<file path="src/hdl/mcc_pkg.sv">
// Package: shared types, constants and command/status structs for the conv block
`default_nettype none
package mcc_pkg;
  localparam int MaxRows = 64;
  localparam int MaxCols = 64;
  localparam int MaxChannels = 4;
  localparam int MaxKernel = 8;
  localparam int RowW = $clog2(MaxRows);
  localparam int ColW = $clog2(MaxCols);
  localparam int ChW = $clog2(MaxChannels);
  localparam int KW = $clog2(MaxKernel);
  localparam int PixAw = ChW + RowW + ColW;
  localparam int WgtAw = ChW + KW + KW;
  localparam int SumW = 48;

  typedef enum logic [1:0] {
    ACT_WEIGHT  = 2'd0,
    ACT_PIXEL   = 2'd1,
    ACT_COMPUTE = 2'd2,
    ACT_NONE    = 2'd3
  } action_e;

  typedef enum logic [1:0] {
    ST_OK      = 2'd0,
    ST_KERNEL  = 2'd1,
    ST_OUTSIDE = 2'd2
  } status_e;

  typedef enum logic [2:0] {
    REG_IMAGE_ROWS = 3'd0,
    REG_IMAGE_COLS = 3'd1,
    REG_KERNEL_ROWS = 3'd2,
    REG_KERNEL_COLS = 3'd3,
    REG_CHANNELS = 3'd4,
    REG_ROW_STRIDE = 3'd5,
    REG_COL_STRIDE = 3'd6,
    REG_BIAS = 3'd7
  } reg_e;

  typedef enum logic [2:0] {
    S_IDLE, S_CHECK, S_RUN, S_DRAIN, S_OUT
  } state_e;

  typedef struct packed {
    logic latch;
    logic check;
    logic clear;
    logic step;
    logic finish;
  } cmd_t;

  typedef struct packed {
    logic       check_ok;
    status_e    status;
    logic       walk_done;
    logic       acc_idle;
  } stat_t;
endpackage
`default_nettype wire

</file>
<file path="src/hdl/mcc_ctrl.sv">
// Controller: sequences the check, MAC walk and result handoff
`default_nettype none
module mcc_ctrl (
  input  logic            clk_i,
  input  logic            rst_ni,
  input  logic            s_axis_tvalid,
  output logic            s_axis_tready,
  input  logic [1:0]      act_i,
  output logic            m_axis_tvalid,
  input  logic            m_axis_tready,
  output mcc_pkg::cmd_t   cmd_o,
  input  mcc_pkg::stat_t  stat_i
);
  import mcc_pkg::*;
  state_e state_q, state_d;
  logic out_valid_q, out_valid_d;
  logic out_free;

  assign out_free = !out_valid_q || m_axis_tready;
  assign m_axis_tvalid = out_valid_q;

  always_ff @(posedge clk_i or negedge rst_ni) begin
    if (!rst_ni) begin
      state_q <= S_IDLE;
      out_valid_q <= 1'b0;
    end else begin
      state_q <= state_d;
      out_valid_q <= out_valid_d;
    end
  end

  always_comb begin
    state_d = state_q;
    cmd_o = '0;
    s_axis_tready = 1'b0;
    out_valid_d = out_valid_q && !m_axis_tready;
    unique case (state_q)
      S_IDLE: begin
        s_axis_tready = 1'b1;
        if (s_axis_tvalid && act_i == ACT_COMPUTE) begin
          cmd_o.latch = 1'b1;
          state_d = S_CHECK;
        end
      end
      S_CHECK: begin
        cmd_o.check = 1'b1;
        cmd_o.clear = 1'b1;
        state_d = S_RUN;
      end
      S_RUN: begin
        if (!stat_i.check_ok) begin
          if (out_free) begin
            cmd_o.finish = 1'b1;
            state_d = S_IDLE;
          end else begin
            state_d = S_OUT;
          end
        end else begin
          cmd_o.step = 1'b1;
          if (stat_i.walk_done) state_d = S_DRAIN;
        end
      end
      S_DRAIN: begin
        if (stat_i.acc_idle) begin
          if (out_free) begin
            cmd_o.finish = 1'b1;
            state_d = S_IDLE;
          end else begin
            state_d = S_OUT;
          end
        end
      end
      S_OUT: begin
        if (out_free) begin
          cmd_o.finish = 1'b1;
          state_d = S_IDLE;
        end
      end
      default: state_d = S_IDLE;
    endcase
    if (cmd_o.finish) out_valid_d = 1'b1;
  end

  a_out_hold: assert property (@(posedge clk_i) disable iff (!rst_ni)
    (m_axis_tvalid && !m_axis_tready) |=> m_axis_tvalid) else $error("out hold");
  a_no_accept_busy: assert property (@(posedge clk_i) disable iff (!rst_ni)
    s_axis_tready |-> state_q == S_IDLE) else $error("busy accept");
  a_drain_ok: assert property (@(posedge clk_i) disable iff (!rst_ni)
    cmd_o.step |-> stat_i.check_ok) else $error("step bad");
  a_finish_free: assert property (@(posedge clk_i) disable iff (!rst_ni)
    cmd_o.finish |-> (!m_axis_tvalid || m_axis_tready)) else $error("overwrite");
endmodule
`default_nettype wire

</file>
<file path="config.mk">
export PLATFORM = sky130hd
export DESIGN_NAME = mcc_ctrl
export DESIGN_NICKNAME = d
export VERILOG_FILES = /design/src/hdl/mcc_pkg.sv /design/src/hdl/mcc_ctrl.sv
export SDC_FILE = /design/constraint.sdc
export NUM_CORES = 1
export LEC_CHECK = 0
export ABC_AREA = 1
export BUFFER_PORTS_ARGS = -buffer_cell sky130_fd_sc_hd__clkbuf_2
export CAP_MARGIN = 20
export CORE_AREA = 2 2 39 41
export DETAILED_ROUTE_END_ITERATION = 6
export DIE_AREA = 0 0 41 43
export PLACE_DENSITY = 0.57
export SYNTH_ARGS = -nofsm -noshare
export SYNTH_HDL_FRONTEND = slang
export SYNTH_SLANG_ARGS = --single-unit
</file>
<file path="constraint.sdc">
create_clock -name clk_i -period 2.5 [get_ports clk_i]
set_input_delay 0.25 -clock clk_i [delete_from_list [all_inputs] [get_ports clk_i]]
set_output_delay 0.25 -clock clk_i [all_outputs]
set_load 0.03 [all_outputs]
</file>
==> results of run 1 <==
[area by class of cell]
type                            instances  area share [%]
Multi-Input combinational cell         36           37.43
Sequential cell                         4           23.95
Timing Repair Buffer                   16           20.36
Inverter                                9           8.084
Clock buffer                            3           5.389
Tap cell                               16           4.790
[through the flow]
| stage | power [W] | util (%) | hold WS (ns) | setup slack [ns] |
|---|---|---|---|---|
| 3_5_place_dp | 0.0003732 | 27.85 | 0.06238 | 1.124 |
| 6_report | 0.0004542 | 30.20 | 0.3072 | 0.8811 |
| 4_1_cts | 0.0004586 | 30.20 | 0.3126 | 0.8732 |
| 3_3_place_gp | 0.0003738 | 27.85 | 0.06037 | 1.135 |
| 5_1_grt | 0.0004901 | 30.20 | 0.3279 | 0.7246 |
| 2_1_floorplan | 0.0003131 | - | -0.04559 | 0.7436 |
[worst paths after layout]
path / from / to / slack, ns / depth (start not counted)
max: state_q[2] / cmd_o[0] / 0.88 / 4
min: stat_i[0] / m_axis_tvalid / 0.31 / 3
max reg2reg: state_q[1] / state_q[0] / 1.33 / 6
min reg2reg: m_axis_tvalid / m_axis_tvalid / 0.54 / 2
max in group asynchronous: rst_ni / state_q[0] / 2.03 / 2
min in group asynchronous: rst_ni / m_axis_tvalid / 0.35 / 2
[registers in the layout, summed over array words and instances (netlist names)]
name           flops
state_q            3
m_axis_tvalid      1
[cell families (layout without fill, tap and decap cells)]
group                  Yosys count  after routing  synth area share, %
AOI/OAI and AO/OA                5              5                8.822
buffers and inverters           10             28                13.87
DFF                              4              4                33.61
and+or+nand+nor                 31             31                43.70
[routing by layer]
metal | up-vias | wire length, µm | global-route usage, %
met2 | 13 | 353 | 15.94
li1 | 195 | - | -
met5 | - | 0 | 0
met3 | 2 | 42 | 3.141
met4 | 0 | 19 | 6.000
met1 | 150 | 276 | 10.42
[repair_timing]
item                      4_1_cts  5_1_grt
hold endpoints to repair        4        0
hold buffers                    1        0
resized for setup               0        0
buffers inserted                0        0
[power breakdown]
group	switching (W)	internal, W
clock network	0.0000278	0.0000538
registers	0.0000217	0.0000872
logic	0.000188	0.0000755
[layout by cell type, fill, tap and decap left out]
cell type | Yosys | final
nand4_1 | 1 | 1
dlygate4sd3_1 | 0 | 1
a31oi_1 | 1 | 1
nor3_1 | 2 | 2
dfrtp_1 | 4 | 4
o21ai_1 | 1 | 1
nor2_1 | 13 | 13
clkbuf_2 | 0 | 15
inv_1 | 7 | 7
o21ai_0 | 3 | 3
nand2_1 | 8 | 8
clkbuf_4 | 0 | 3
nand3_1 | 7 | 7
inv_2 | 2 | 2
[worst max-delay path, cell delays in order (launching register included)]
cell	delay, ns
dfrtp_1	0.43
nor2_1	0.18
nand3_1	0.12
a31oi_1	0.17
clkbuf_2	0.22
==> results.ini, run 1 <==
[cts]
clkTransAtPathRegs_ns=0.04
insertion_delay_ns=0.24
cts-root-buf=clkbuf_4
cts_buffers=3
cts_sinks=4
cts_tree=yes
clock_path_buffers=2
cts_max_level=1

[logic_synthesis]
synth_area_leader_cell=dfrtp_1
synth-edff-count=0
synth_common_cells=nor2_1 (13), nand2_1 (8), inv_1 (7), nand3_1 (7), dfrtp_1 (4)
postSynthCellCount=50
synth.most_common_cell=nor2_1
yosysSeqAreaShare_pct=33.61
synth.cell_area_um2=297.8
syn_area_per_cell_um2=5.956
synth_nets=61
synth-seq-cells=4
yosysWarnings=0
netlist.area_leader.share_pct=33.61
ys.flop_type=dfrtp_1
yosysUniqueCellTypes=12
async_reset_ff_share_pct=100.0
synth_area_leaders=dfrtp_1 (34%), nor2_1 (16%), nand3_1 (12%)

[setup_path]
cp-start-kind=flop
worstPathArrival_ns=1.37
end_kind=output pin
worst-setup-path-type=flop to output pin
critPathRequiredTime_ns=2.25
crit_fanout=5

[power]
peakVddDrop_v=0.0004491
power_density_mw_per_mm2=1087
leakage_nw=0.2387

[global_routing]
overflow=0
grt_start_max_net_pins=6
antenna_found_initial=0
grt_usage_pct=9.879
grt_pass1_vias=305
grt_first_pass_wirelength_um=1173

[sta]
period_needed_ns=1.619
rsz0062_at_grt=false
max_clock_freq_mhz=617.7
drv_slew=0
setup_violations=0
finClkSkew_ns=0.005312
fin_setup_tns_ns=0
slew_headroom_pct=78.47
finalCritPeriodShare_pct=64.76
hold_viol_final=0
tightestPinTransition_ns=0.3205

[layout]
syn_to_final_growth_pct=40.34
final_area_um2=417.9
register_area_um2=100.1
layout.nets=81
drive_gt1_share_pct=29.41
multiInputGateArea_um2=156.4
nFillCells=159
n_antenna_cell=0
fin_cells=84

[drt]
wire_per_inst_um=8.214
ant_nets=0
drt-total-wl_um=690
drc=0
vias=360
via_per_inst=4.286
firstDrtPassIters=2
drt_iter0_drc=4

[place]
place_congestion=0.8065
portBuffers=15
place_inst=80
hpwl_um=575.8
placed_area_um2=385.4

[hold_path]
hp-class=input pin to flop

[run_status]
outcome=finished, final reports clean

[job]
drv_cap=0

[die]
io_pins=18
rows=14
die_area_mm2=0.001763
die_height_um=43
core_mm2=0.001384
die_x_um=41
initial_core_util_pct=21.52

No activity file was read; power rests on OpenSTA's default activity.
==> inputs of run 2 (changes only) <==
==> constraint.sdc (replaced) <==
create_clock -name clk_i -period 1.7 [get_ports clk_i]
set_input_delay 0.17 -clock clk_i [delete_from_list [all_inputs] [get_ports clk_i]]
set_output_delay 0.17 -clock clk_i [all_outputs]
set_load 0.03 [all_outputs]
==> results.ini, run 2 (same netlist as run 1, synthesis figures left out) <==
[run_status]
outcome=finished, final reports clean

[cts]
insertion_delay_ns=0.23  ; about the same
cts-root-buf=clkbuf_4
postCtsSetupBuffers=0  ; unchanged
cts_tree=yes
cts_buffers=3  ; unchanged
clkTransAtPathRegs_ns=0.04  ; about the same
cts_sinks=4  ; unchanged
cts_max_level=1  ; unchanged
clock_path_buffers=2  ; unchanged

[drt]
drc=0  ; unchanged
vias=368  ; +2.2%
ant_nets=0  ; unchanged
drt_iter0_drc=14  ; +10
wire_per_inst_um=8.643  ; +5.2%
via_per_inst=4.381  ; +2.2%
drt-total-wl_um=726  ; +5.2%
firstDrtPassIters=4  ; +2

[layout]
largest_register=state_q
layout.nets=81  ; unchanged
drive_gt1_share_pct=29.41  ; unchanged
syn_to_final_growth_pct=40.34  ; unchanged
largest_reg_flops=3  ; unchanged
final_cell_mix=clkbuf_2 (14), nor2_1 (13), nand2_1 (8)
layout_commonest_cell=clkbuf_2
n_antenna_cell=0  ; unchanged

[sta]
period_needed_ns=1.531
hold_viol_final=0  ; unchanged
tightestPinTransition_ns=0.3357  ; +0.01523 ns
setup_violations=0  ; unchanged
max_clock_freq_mhz=653.0
drv_slew=0  ; unchanged
slew_headroom_pct=77.45  ; -1.0 points
rsz0062_at_grt=false
finalCritPeriodShare_pct=90.08
fin_setup_tns_ns=0  ; unchanged
finClkSkew_ns=0.004067  ; -0.001245 ns

[hold_path]
hp-class=input pin to flop

[global_routing]
overflow=0  ; unchanged
grt_usage_pct=9.677  ; -0.20 points
grt_start_max_net_pins=6  ; unchanged
grt_pass1_vias=295  ; -3.3%
grt_first_pass_wirelength_um=1145  ; -2.4%
antenna_found_initial=0  ; unchanged

[die]
die_x_um=41  ; unchanged
die_height_um=43  ; unchanged
core_mm2=0.001384  ; unchanged
die_area_mm2=0.001763  ; unchanged
io_pins=18  ; unchanged
initial_core_util_pct=21.52  ; unchanged
rows=14  ; unchanged

[setup_path]
max_stage_delay_ns=0.43  ; about the same
end_kind=output pin
slowest_stage=dfrtp_1
worst-setup-path-type=flop to output pin
crit_family=flip-flops
crit_fanout=5  ; unchanged
critPathRequiredTime_ns=1.53  ; -0.72 ns
cp-start-kind=flop
crit_buf_inv=1  ; unchanged
worstPathArrival_ns=1.36  ; about the same
cp_cell_sequence=nor2_1 > nand3_1 > a31oi_1 > buf_2

[place]
portBuffers=15  ; unchanged
place_congestion=0.8139  ; +0.92%
hpwl_um=587.9  ; +2.1%

[power]
power_density_mw_per_mm2=1597  ; +47%
leakage_nw=0.2394  ; +0.30%
total_power_w=0.0006676  ; +47%
peakVddDrop_v=0.0004839  ; +7.7%

[job]
drv_cap=0  ; unchanged

==> run 2: power by group <==
part | leakage, nW | switching [W] | internal (W)
clock | 0.0138 | 0.0000379 | 0.0000789
sequential | 0.0528 | 0.0000322 | 0.000128
combinational | 0.173 | 0.000279 | 0.000111
total | 0.239 | 0.000349 | 0.000318
==> run 2: routing by layer <==
| metal | global-route usage, % | vias up | wire [µm] |
|---|---|---|---|
| met5 | 0 | - | 0 |
| met4 | 4.000 | 0 | 0 |
| met3 | 4.712 | 0 | 39 |
| met2 | 15.31 | 12 | 368 |
| met1 | 10.42 | 159 | 318 |
| li1 | - | 197 | - |
==> run 2: cell type report <==
class,instances,area [µm²]
Clock buffer,3,22.52
Fill cell,151,965.9
Inverter,9,33.78
Multi-Input combinational cell,36,156.4
Sequential cell,4,100.1
Tap cell,16,20.02
Timing Repair Buffer,16,85.08
==> run 2: worst paths after layout <==
check,startpoint,slack [ns],depth (start not counted),to
setup / recovery,state_q[2],0.17,4,cmd_o[0]
hold / removal,stat_i[0],0.23,4,state_q[0]
setup reg to reg,state_q[1],0.55,6,state_q[0]
hold reg to reg,m_axis_tvalid,0.55,2,m_axis_tvalid
max in group asynchronous,rst_ni,1.30,2,state_q[2]
min in group asynchronous,rst_ni,0.27,2,m_axis_tvalid
==> run 2: stage by stage <==
stage / cell area, µm² / setup slack (ns) / hold slack (ns) / util [%] / cells
2_1_floorplan: 297.8 / 0.02362 / -0.1256 / - / 50
3_3_place_gp: 385.4 / 0.4134 / -0.01959 / 27.85 / 80
3_5_place_dp: 385.4 / 0.3948 / -0.01831 / 27.85 / 80
4_1_cts: 417.9 / 0.1401 / 0.2298 / 30.20 / 84
5_1_grt: 417.9 / 0.01234 / 0.2569 / 30.20 / 84
6_report: 417.9 / 0.1687 / 0.2301 / 30.20 / 84
==> run 2: tightest hold or removal path, stage by stage <==
cell and delay, ns:
clkbuf_2 0.09, nor2_1 0.06, inv_1 0.05, nand2_1 0.05
==> run 2: what timing repair did <==
item	in CTS	in global routing
endpoints found under the hold margin	4	0
setup endpoints to repair	0	1
resized for setup	0	1
hold buffers	1	0
